### config.mk
export PLATFORM = sky130hd
export DESIGN_NAME = fault_event_table
export DESIGN_NICKNAME = d
export VERILOG_FILES = /design/src/rtl/core/fet_pkg.sv /design/src/rtl/core/fet_ram.sv /design/src/rtl/core/fet_scan.sv /design/src/rtl/core/fault_event_table.sv
export SDC_FILE = /design/constraint.sdc
export NUM_CORES = 2
export LEC_CHECK = 0
export BUFFER_PORTS_ARGS = -buffer_cell sky130_fd_sc_hd__buf_2
export CORE_ASPECT_RATIO = 1.75
export CORE_MARGIN = 10
export CORE_UTILIZATION = 60
export CTS_BUF_LIST = sky130_fd_sc_hd__clkbuf_2 sky130_fd_sc_hd__clkbuf_4 sky130_fd_sc_hd__clkbuf_8
export DETAILED_ROUTE_END_ITERATION = 8
export GPL_TIMING_DRIVEN = 0
export PLACE_DENSITY = 0.76
export REMOVE_ABC_BUFFERS = 1
export SETUP_SLACK_MARGIN = 0.15
export SLEW_MARGIN = 20
export SYNTH_ARGS = -nofsm -noshare
export SYNTH_HDL_FRONTEND = slang
export SYNTH_SLANG_ARGS = --single-unit
### constraint.sdc
create_clock -name clk_i -period 12.2 [get_ports clk_i]
set_input_delay 1.83 -clock clk_i [delete_from_list [all_inputs] [get_ports clk_i]]
set_output_delay 1.83 -clock clk_i [all_outputs]
set_load 0.05 [all_outputs]
### src/rtl/core/fet_pkg.sv
// Shared constants, types and the severity lookup for the fault event table.
`default_nettype none

package fet_pkg;

  // Table geometry
  localparam int SLOTS   = 32;
  localparam int IDX_W   = (SLOTS > 1) ? $clog2(SLOTS) : 1;
  localparam int CNT_W   = $clog2(SLOTS + 1);
  localparam int CODE_W  = 16;
  localparam int SEV_W   = 2;
  localparam int COUNT_W = 32;
  localparam int LEVELS  = 3;
  localparam int ACT_W   = 6;

  localparam logic [COUNT_W-1:0] COUNT_MAX = '1;

  // Operation codes
  typedef enum logic [1:0] {
    FUNC_RAISE     = 2'd0,
    FUNC_CLEAR     = 2'd1,
    FUNC_CLEAR_ALL = 2'd2,
    FUNC_QUERY     = 2'd3
  } func_e;

  // One stored table entry
  typedef struct packed {
    logic [CODE_W-1:0]  code;
    logic [SEV_W-1:0]   sev;
    logic [COUNT_W-1:0] cnt;
  } entry_t;

  localparam int ENTRY_W = $bits(entry_t);

  // Outcome of one pass over the table
  typedef struct packed {
    logic               done;
    logic               hit;
    logic [IDX_W-1:0]   hit_idx;
    logic [SEV_W-1:0]   hit_sev;
    logic [COUNT_W-1:0] hit_cnt;
    logic               free;
    logic [IDX_W-1:0]   free_idx;
  } scan_res_t;

  // Map the category in bits 11..8 of a code to a default severity
  function automatic logic [SEV_W-1:0] sev_of_code(input logic [CODE_W-1:0] code);
    logic [SEV_W-1:0] sev;
    case (code[11:8]) inside
      4'h2, 4'h5, 4'h7, 4'h8: sev = 2'd2;
      4'h3, 4'hA:             sev = 2'd3;
      default:                sev = 2'd1;
    endcase
    return sev;
  endfunction

endpackage

`default_nettype wire

### src/rtl/core/fet_ram.sv
// Generic single-write, single-read RAM with registered read data.
`default_nettype none

module fet_ram #(
  parameter int WIDTH = 8,
  parameter int DEPTH = 32,
  parameter int AW    = (DEPTH > 1) ? $clog2(DEPTH) : 1
) (
  input  logic             clk_i,
  input  logic             we_i,
  input  logic [AW-1:0]    waddr_i,
  input  logic [WIDTH-1:0] wdata_i,
  input  logic [AW-1:0]    raddr_i,
  output logic [WIDTH-1:0] rdata_o
);

  logic [WIDTH-1:0] mem_q [DEPTH];

  // Write port and registered read port
  always_ff @(posedge clk_i) begin
    if (we_i) begin
      mem_q[waddr_i] <= wdata_i;
    end
    rdata_o <= mem_q[raddr_i];
  end

endmodule

`default_nettype wire

### src/rtl/core/fet_scan.sv
// Slot scanner: one compare per cycle for the matching code and the first free slot.
`default_nettype none

module fet_scan import fet_pkg::*; (
  input  logic              clk_i,
  input  logic              rst_ni,
  input  logic              start_i,
  input  logic [CODE_W-1:0] code_i,
  input  logic [SLOTS-1:0]  active_i,
  input  entry_t            rdata_i,
  output logic [IDX_W-1:0]  raddr_o,
  output scan_res_t         res_o
);

  localparam logic [IDX_W-1:0] LAST_IDX = IDX_W'(SLOTS - 1);

  logic               run_q, run_d;
  logic               pend_q, pend_d;
  logic               done_q, done_d;
  logic               hit_q, hit_d;
  logic               free_q, free_d;
  logic [IDX_W-1:0]   iss_q, iss_d;
  logic [IDX_W-1:0]   pidx_q, pidx_d;
  logic [IDX_W-1:0]   hit_idx_q, hit_idx_d;
  logic [IDX_W-1:0]   free_idx_q, free_idx_d;
  logic [SEV_W-1:0]   hit_sev_q, hit_sev_d;
  logic [COUNT_W-1:0] hit_cnt_q, hit_cnt_d;
  logic               slot_act;
  logic               is_hit;
  logic               is_free;

  // Compare the entry read in the previous cycle
  assign slot_act = active_i[pidx_q];
  assign is_hit   = pend_q && slot_act && (rdata_i.code == code_i);
  assign is_free  = pend_q && !slot_act && !free_q;
  assign raddr_o  = iss_q;

  // Advance the read address and collect the outcome
  always_comb begin
    run_d      = run_q;
    pend_d     = pend_q;
    done_d     = 1'b0;
    hit_d      = hit_q;
    free_d     = free_q;
    iss_d      = iss_q;
    pidx_d     = pidx_q;
    hit_idx_d  = hit_idx_q;
    free_idx_d = free_idx_q;
    hit_sev_d  = hit_sev_q;
    hit_cnt_d  = hit_cnt_q;
    if (start_i) begin
      run_d  = 1'b1;
      pend_d = 1'b0;
      hit_d  = 1'b0;
      free_d = 1'b0;
      iss_d  = '0;
    end else begin
      if (run_q) begin
        pend_d = 1'b1;
        pidx_d = iss_q;
        if (iss_q == LAST_IDX) begin
          run_d = 1'b0;
        end else begin
          iss_d = iss_q + IDX_W'(1);
        end
      end else begin
        pend_d = 1'b0;
      end
      if (is_hit) begin
        hit_d     = 1'b1;
        hit_idx_d = pidx_q;
        hit_sev_d = rdata_i.sev;
        hit_cnt_d = rdata_i.cnt;
        run_d     = 1'b0;
        pend_d    = 1'b0;
        done_d    = 1'b1;
      end else if (pend_q) begin
        if (is_free) begin
          free_d     = 1'b1;
          free_idx_d = pidx_q;
        end
        if (pidx_q == LAST_IDX) begin
          done_d = 1'b1;
        end
      end
    end
  end

  // Hold control flags
  always_ff @(posedge clk_i or negedge rst_ni) begin
    if (!rst_ni) begin
      run_q  <= 1'b0;
      pend_q <= 1'b0;
      done_q <= 1'b0;
      hit_q  <= 1'b0;
      free_q <= 1'b0;
    end else begin
      run_q  <= run_d;
      pend_q <= pend_d;
      done_q <= done_d;
      hit_q  <= hit_d;
      free_q <= free_d;
    end
  end

  // Hold indexes and captured entry fields
  always_ff @(posedge clk_i) begin
    iss_q      <= iss_d;
    pidx_q     <= pidx_d;
    hit_idx_q  <= hit_idx_d;
    free_idx_q <= free_idx_d;
    hit_sev_q  <= hit_sev_d;
    hit_cnt_q  <= hit_cnt_d;
  end

  assign res_o.done     = done_q;
  assign res_o.hit      = hit_q;
  assign res_o.hit_idx  = hit_idx_q;
  assign res_o.hit_sev  = hit_sev_q;
  assign res_o.hit_cnt  = hit_cnt_q;
  assign res_o.free     = free_q;
  assign res_o.free_idx = free_idx_q;

endmodule

`default_nettype wire

### src/rtl/core/fault_event_table.sv
// Fault event table: sequencer, entry RAM, slot flags and table-wide status.
// Operation: raise, clear and query scan all slots, one per cycle through the
//   shared comparator in fet_scan, from start to done_o, and stop early when
//   the code is found. Clear-all completes without a scan.
// Throughput: busy holds off a new item until the last scan has reported; clear-all every cycle.
// Reset: all slots free, counts and total zero; the result cannot be stalled.
`default_nettype none

module fault_event_table import fet_pkg::*; (
  input  logic               clk_i,
  input  logic               rst_ni,
  input  logic               start,
  output logic               busy,
  input  logic [1:0]         func_i,
  input  logic [CODE_W-1:0]  code_i,
  input  logic [SEV_W-1:0]   forced_level_i,
  output logic               done_o,
  output logic               accepted_o,
  output logic [COUNT_W-1:0] entry_count_o,
  output logic [SEV_W-1:0]   entry_severity_o,
  output logic [SEV_W-1:0]   system_severity_o,
  output logic [ACT_W-1:0]   active_entries_o,
  output logic [COUNT_W-1:0] total_raised_o
);

  localparam logic ST_IDLE = 1'b0;
  localparam logic ST_SCAN = 1'b1;
  localparam int   EXT_W   = CNT_W + ACT_W;

  logic               state_q, state_d;
  logic               done_q, done_d;
  logic [SLOTS-1:0]   active_q, active_d;
  logic [CNT_W-1:0]   sev_cnt_q [LEVELS];
  logic [CNT_W-1:0]   sev_cnt_d [LEVELS];
  logic [COUNT_W-1:0] total_q, total_d;
  logic [1:0]         func_q;
  logic [CODE_W-1:0]  code_q;
  logic [SEV_W-1:0]   forced_q;
  logic               acc_q, acc_d;
  logic [COUNT_W-1:0] ecnt_q, ecnt_d;
  logic [SEV_W-1:0]   esev_q, esev_d;
  logic               accept;
  logic               scan_start;
  scan_res_t          scan_res;
  logic [IDX_W-1:0]   raddr;
  entry_t             rdata;
  logic               we;
  logic [IDX_W-1:0]   waddr;
  entry_t             wdata;
  logic               inc_en, dec_en;
  logic [SEV_W-1:0]   inc_sev, dec_sev;
  logic [SEV_W-1:0]   new_sev;
  logic [COUNT_W-1:0] hit_next;
  logic [COUNT_W-1:0] total_next;
  logic [CNT_W-1:0]   act_sum;
  logic [EXT_W-1:0]   act_ext;

  assign busy       = (state_q != ST_IDLE);
  assign accept     = start && !busy;
  assign scan_start = accept && (func_i != FUNC_CLEAR_ALL);

  // Entry storage: code, severity and count per slot
  fet_ram #(
    .WIDTH (ENTRY_W),
    .DEPTH (SLOTS)
  ) u_ram (
    .clk_i   (clk_i),
    .we_i    (we),
    .waddr_i (waddr),
    .wdata_i (wdata),
    .raddr_i (raddr),
    .rdata_o (rdata)
  );

  fet_scan u_scan (
    .clk_i    (clk_i),
    .rst_ni   (rst_ni),
    .start_i  (scan_start),
    .code_i   (code_q),
    .active_i (active_q),
    .rdata_i  (rdata),
    .raddr_o  (raddr),
    .res_o    (scan_res)
  );

  // Saturating increments and the severity of a newly allocated entry
  assign hit_next   = (scan_res.hit_cnt == COUNT_MAX) ? scan_res.hit_cnt
                                                      : scan_res.hit_cnt + COUNT_W'(1);
  assign total_next = (total_q == COUNT_MAX) ? total_q : total_q + COUNT_W'(1);
  assign new_sev    = (forced_q != '0) ? forced_q : sev_of_code(code_q);

  // Apply clear-all at once and the other operations once the scan reports
  always_comb begin
    state_d  = state_q;
    done_d   = 1'b0;
    active_d = active_q;
    total_d  = total_q;
    acc_d    = acc_q;
    ecnt_d   = ecnt_q;
    esev_d   = esev_q;
    we       = 1'b0;
    waddr    = scan_res.hit_idx;
    wdata    = '{code: code_q, sev: scan_res.hit_sev, cnt: hit_next};
    inc_en   = 1'b0;
    inc_sev  = new_sev;
    dec_en   = 1'b0;
    dec_sev  = scan_res.hit_sev;
    unique case (state_q)
      ST_IDLE: begin
        if (accept) begin
          if (func_i == FUNC_CLEAR_ALL) begin
            active_d = '0;
            total_d  = '0;
            acc_d    = 1'b1;
            ecnt_d   = '0;
            esev_d   = '0;
            done_d   = 1'b1;
          end else begin
            state_d = ST_SCAN;
          end
        end
      end
      ST_SCAN: begin
        if (scan_res.done) begin
          state_d = ST_IDLE;
          done_d  = 1'b1;
          acc_d   = 1'b0;
          ecnt_d  = '0;
          esev_d  = '0;
          case (func_q)
            FUNC_RAISE: begin
              if (scan_res.hit) begin
                we      = 1'b1;
                acc_d   = 1'b1;
                ecnt_d  = hit_next;
                esev_d  = scan_res.hit_sev;
                total_d = total_next;
              end else if (scan_res.free) begin
                we       = 1'b1;
                waddr    = scan_res.free_idx;
                wdata    = '{code: code_q, sev: new_sev, cnt: COUNT_W'(1)};
                active_d[scan_res.free_idx] = 1'b1;
                inc_en   = 1'b1;
                acc_d    = 1'b1;
                ecnt_d   = COUNT_W'(1);
                esev_d   = new_sev;
                total_d  = total_next;
              end
            end
            FUNC_CLEAR: begin
              if (scan_res.hit) begin
                active_d[scan_res.hit_idx] = 1'b0;
                dec_en = 1'b1;
                acc_d  = 1'b1;
              end
            end
            default: begin
              if (scan_res.hit) begin
                acc_d  = 1'b1;
                ecnt_d = scan_res.hit_cnt;
                esev_d = scan_res.hit_sev;
              end
            end
          endcase
        end
      end
      default: state_d = ST_IDLE;
    endcase
  end

  // Track the number of active slots at each severity level
  always_comb begin
    for (int k = 0; k < LEVELS; k++) begin
      sev_cnt_d[k] = sev_cnt_q[k];
      if (accept && (func_i == FUNC_CLEAR_ALL)) begin
        sev_cnt_d[k] = '0;
      end else begin
        if (inc_en && (inc_sev == SEV_W'(k + 1))) begin
          sev_cnt_d[k] = sev_cnt_q[k] + CNT_W'(1);
        end
        if (dec_en && (dec_sev == SEV_W'(k + 1))) begin
          sev_cnt_d[k] = sev_cnt_q[k] - CNT_W'(1);
        end
      end
    end
  end

  // Hold control state and table status
  always_ff @(posedge clk_i or negedge rst_ni) begin
    if (!rst_ni) begin
      state_q   <= ST_IDLE;
      done_q    <= 1'b0;
      active_q  <= '0;
      total_q   <= '0;
      for (int k = 0; k < LEVELS; k++) begin
        sev_cnt_q[k] <= '0;
      end
    end else begin
      state_q   <= state_d;
      done_q    <= done_d;
      active_q  <= active_d;
      total_q   <= total_d;
      for (int k = 0; k < LEVELS; k++) begin
        sev_cnt_q[k] <= sev_cnt_d[k];
      end
    end
  end

  // Capture the item and the result fields
  always_ff @(posedge clk_i) begin
    if (accept) begin
      func_q   <= func_i;
      code_q   <= code_i;
      forced_q <= forced_level_i;
    end
    acc_q  <= acc_d;
    ecnt_q <= ecnt_d;
    esev_q <= esev_d;
  end

  // Derive table-wide status from the level counters
  assign act_sum = sev_cnt_q[0] + sev_cnt_q[1] + sev_cnt_q[2];
  assign act_ext = EXT_W'(act_sum);

  assign done_o            = done_q;
  assign accepted_o        = acc_q;
  assign entry_count_o     = ecnt_q;
  assign entry_severity_o  = esev_q;
  assign system_severity_o = (sev_cnt_q[2] != '0) ? 2'd3 :
                             (sev_cnt_q[1] != '0) ? 2'd2 :
                             (sev_cnt_q[0] != '0) ? 2'd1 : 2'd0;
  assign active_entries_o  = act_ext[ACT_W-1:0];
  assign total_raised_o    = total_q;

  // Level counters agree with the slot flags
  a_act_sum : assert property (@(posedge clk_i) disable iff (!rst_ni)
    act_sum == CNT_W'($countones(active_q)))
    else $error("severity level counters disagree with active slots");

  // The scanner reports only while a scan is running
  a_scan_state : assert property (@(posedge clk_i) disable iff (!rst_ni)
    scan_res.done |-> (state_q == ST_SCAN))
    else $error("scan finished outside the scan state");

  // A result appears only once the block is ready again
  a_done_idle : assert property (@(posedge clk_i) disable iff (!rst_ni)
    done_q |-> (state_q == ST_IDLE))
    else $error("result strobe while busy");

  // A refused item carries an empty entry
  a_refused_empty : assert property (@(posedge clk_i) disable iff (!rst_ni)
    (done_q && !acc_q) |-> ((ecnt_q == '0) && (esev_q == '0)))
    else $error("refused item reports entry data");

endmodule

`default_nettype wire

After elaboration in Yosys (flattened, before gate mapping)
Memory sizes are Yosys's and may differ from the RTL's. A register that Yosys moved wholly into a read port is not among the register bits.
Index checks and enable logic that the tools add are counted.

word-level totals
  output and inout port bits = 77
  memories = 1
  RAM bits = 1600
  logic and storage cells = 222
  bits of input ports = 23
  register bits after elaboration = 198

cells by class
  add/subtract/negate cells = 11
  equality and inequality tests = 30
  multiplexer cells = 105
  bitwise logic cells = 7
  order comparisons = 5
  reduce and logical (&&, ||, !) cells = 39

memories
  name         words  bits a word  rd ports  clocked after memory_dff  wr ports  line           RTL
  u_ram.mem_q  32     50           1         1                         1         fet_ram.sv:17  logic [WIDTH-1:0] mem_q [DEPTH];

operators by type and width
  kind                   number
  $mux 32                15
  $pmux 32 s2            5
  $mux 34                5
  $add 32x1->32 const B  2
  $eq 32x32->1 const B   2
  $mux 6                 9
  $mux 1                 47
  $and 32x32->32         1
  $not 32->32            1
  $or 32x32->32          1
  $mux 5                 5
  $mux 2                 11
  $add 6x1->6 const B    3
  $lt 5x6->1 const B     3
  $reduce_bool 6->1      3
  $sub 6x1->6 const B    3
  $eq 16x16->1           1
  $logic_and 1x1->1      15
  $add 6x6->6            2
  $demux 1 s5            2
  $eq 2x2->1 const B     5
  $eq 5x5->1 const B     2
  $ge 5x1->1 const B     2
  $reduce_bool 3->1      3
  24 further kinds       49

Depth between registers and ports, before layout
  depth in word-level cells = 10
  mapped depth = 10

Modules after synthesis
A second synthesis with hierarchy kept.

unflattened totals
  cell total of the unflattened synthesis = 4662
  area, all modules = 74625.3 sq um

modules (own cells, without submodules)
  module             area an instance (sq um)  sequential area each (sq um)  cells each  instances
  fet_ram            63248.2                   49047.0                       3504        1
  fault_event_table  8923.6                    3753.6                        1001        1
  fet_scan           2453.6                    1696.6                        157         1

Worst setup path after synthesis
Ideal clock, no wire load.

  path type = input port to flip-flop
  start = input port start
  end = register u_scan.hit_cnt_q[0], enable pin
  setup slack = 5.256 ns
  path buffers = 1
  library setup time = 0.533 ns
  stages = 4
  arrival time = 6.412 ns
  cells stage by stage = nor2b_1 nor2b_1 clkbuf_1 nor4_1

between the ends
  longest elaborated chain between the ends = 4

ends and longest elaborated chain
  what                        line                     RTL
  start, declared             fault_event_table.sv:12  input logic start,
  $logic_and 1x1->1           fault_event_table.sv:59  assign accept = start && !busy;
  $logic_and 1x1->1           fault_event_table.sv:60  assign scan_start = accept && (func_i != FUNC_CLEAR_ALL);
  $not 1->1 (no line)         --
  $reduce_and 2->1 (no line)  --
  end signal, assigned        fet_scan.sv:113          hit_cnt_q <= hit_cnt_d;
  end, declared               fet_scan.sv:27           logic [COUNT_W-1:0] hit_cnt_q, hit_cnt_d;

No other way between the ends.
A chain may end at the register's enable or synchronous reset.

Worst setup path in the final report
  start = register sev_cnt_q[1] (netlist bit)
  end = output port active_entries_o[5]

between the ends
  longest elaborated chain between the ends = 1

ends and longest elaborated chain
  what                             line                      RTL
  start, declared                  fault_event_table.sv:33   logic [CNT_W-1:0] sev_cnt_q [LEVELS];
  start signal, assigned by index  fault_event_table.sv:204  sev_cnt_q[k] <= sev_cnt_d[k];
  $add 6x6->6                      fault_event_table.sv:222  assign act_sum = sev_cnt_q[0] + sev_cnt_q[1] + sev_cnt_q[2];
  end, declared                    fault_event_table.sv:22   output logic [ACT_W-1:0] active_entries_o,

No other way between the ends.

==> metrics.cfg <==
[synth]
async_flop_share=0.04816
synth_cells=3438
yosysUniqueCellTypes=63
ys.flop_type=edfxtp_1
synth-edff-count=1704
synth-seq-cells=1848
synth_warnings=0
synth.avg_cell_area_sq_um=21.07
synth-seq-area-share=0.7524
netlist_area_sq_mm=0.07243

[detailed_routing]
drc=0
first_iter_violations=5356
ant_nets=0
via_count=38490
drt-pass1-iter-count=7
wire_per_inst_um=33.85
vias_per_cell=6.899
drt-total-wl_um=188900

[cells_and_area]
syn2layout_area_growth_pct=16.16
layout_common_cells=1704 x edfxtp_1, 504 x mux4_2, 263 x clkbuf_8
layout.cells.non_filler=5580
layout-drive-gt1-share=0.3493
nNetsFinal=3894
layout_commonest_cell=edfxtp_1
fillerInstances=6603

[sta]
finalSetupViolations=0
period_needed_ns=5.270
max_freq_mhz=189.7
max_slew.worst_pin.slew_ns=1.157
hold_viol=0
relSlewSlack=0.2275
drv_slew=0
grt_setup_unrepaired=no
final.period_utilization=0.4320
fin_skew_ns=0.06106

[global_route]
grt.total_usage=0.2793
antenna_found_initial=2
grt_pass1_wl_um=270100
gr-total-overflow=0
first_global_vias=39050
grt_start_max_net_pins=70

[placement]
place.gp.congestion=0.9141
hpwl_um=117400
io_buffers=99
dp.cells=5132

[worst_setup_path]
crit_path_start_kind=flop
r2r-start=busy
reg2reg_depth=9
crit_arrival_ns=3.44
required_ns=10.37
critPathLaunch=sev_cnt_q[1]
path_max_fanout=5
cp-end-kind=output pin
crit_type=reg -> out

[clock_tree]
cts_setup_buffers=0
cts_tree=yes
clock_sinks=1848
cts_resized=0
cts_max_path_buffers=3
cts-root-buf=clkbuf_8
clk_pin_slew_worst_paths_ns=0.07
postCtsHoldBufs=0
clock_latency_ns=0.96
cts_buffers=235
htree_num_levels=4

[die]
core_area_sq_mm=0.1198
num_io_pins=100
dieArea_sq_mm=0.1356
rows=168
fp.dieW_um=282.6
start_util=0.6045
die_h_um=479.6

[pwr]
worst_ir_drop_vdd_v=0.0003622
leakage_nw=27.73
powerDensity_mw_per_mm2=200.1
finalPower_w=0.01683

[worst_hold_path]
hold_class=reg -> reg
worstHoldStart=u_ram.rdata_o[31]
whs_path_depth=0

[run]
drv_cap=0

[status]
outcome=finished, final reports clean

==> logic make-up after synthesis <==
logic type                 share of synthesized area
AOI/OAI and AO/OA                            0.02114
xor gates and xnor gates                     0.01076
and+or+nand+nor                              0.02992
muxes                                         0.1678
buffers and inverters                        0.01207
adders and majority gates                   0.005942
DFF                                           0.7524
==> worst max-delay path, cell delays in order (launching register included) <==
cell	delay (ns)
dfrtp_1	0.47
fa_1	0.54
ha_1	0.24
fa_1	0.46
a21o_1	0.17
a21oi_1	0.16
xnor2_1	0.15
buf_2	0.30
==> registers in the layout, summed over array words and instances, names as in the netlist, 2 cells and up <==
| signal | cells |
|---|---|
| u_scan.hit_cnt_q | 32 |
| u_scan.hit_idx_q | 5 |
| sev_cnt_q | 18 |
| active_q | 32 |
| entry_severity_o | 2 |
| u_ram.mem_q | 1600 |
| u_scan.raddr_o | 5 |
| forced_q | 2 |
| total_raised_o | 32 |
| entry_count_o | 32 |
| u_scan.hit_sev_q | 2 |
| func_q | 2 |
| code_q | 16 |
| u_ram.rdata_o | 50 |
| u_scan.pidx_q | 5 |
| u_scan.free_idx_q | 5 |
==> metal layers <==
metal / GRT usage / share of wire
met1: 0.3609 / 0.34
met2: 0.4480 / 0.50
met3: 0.06422 / 0.11
met4: 0.1337 / 0.053
met5: 0 / 0.000069
==> path summary, 6_finish.rpt <==
path	to	slack (ns)
setup / recovery	active_entries_o[5]	6.93
hold / removal	u_scan.hit_cnt_q[31]	0.40
setup reg to reg	u_ram.mem_q[28][47]	7.02
hold reg to reg	u_scan.hit_cnt_q[31]	0.40
max in group asynchronous	total_raised_o[2]	10.84
min in group asynchronous	sev_cnt_q[9]	0.75
==> cell usage after synthesis (all sizes together), types with 29 or more instances <==
cell type	n	share of area
mux4	504	0.16
mux2	55	0.0086
nor3	37	0.0027
nand2	89	0.0046
o21ai	100	0.0069
nor2	122	0.0063
a21oi	73	0.0050
dfxtp	55	0.015
clkbuf	107	0.0056
edfxtp	1704	0.71
xnor2	42	0.0051
a31oi	46	0.0040
nand3	41	0.0028
xor2	47	0.0057
and3	29	0.0025
buf	76	0.0056
dfrtp	89	0.031
==> layout make-up <==
type / instances / area (sq um) / share of cell area
inverters: 17 / 63.81 / 0.0007585
diodes: 2 / 5.005 / 0.00005949
well taps: 1530 / 1914 / 0.02275
multi-input cells: 1390 / 17480 / 0.2078
clock inverters: 116 / 1250 / 0.01486
repair buffers: 350 / 4798 / 0.05703
clock buffers: 327 / 4100 / 0.04873
flip-flops and latches: 1848 / 54520 / 0.6480
==> per-stage QoR <==
stage	hold slack, ns	util	TNS, ns	cell area (sq um)	setup slack (ns)
floorplan	0.3855	-	-321.71	71620	-6.330
global placement	0.3881	0.6179	-4023.88	74030	-14.41
detailed placement	0.3887	0.6567	0	78680	6.746
CTS	0.3992	0.7014	0	84030	6.852
global route	0.4144	0.7022	0	84130	6.817
finish	0.4046	0.7022	0	84130	6.930
==> where the power goes <==
part           leakage (nW)  internal, W  switching [W]  total (W)
logic                  7.95      0.00229        0.00208    0.00437
registers              17.0      0.00711       0.000323    0.00743
clock network          2.79      0.00275        0.00228    0.00503
total                  27.7       0.0121        0.00469     0.0168
No activity file was read; power rests on OpenSTA's default activity.
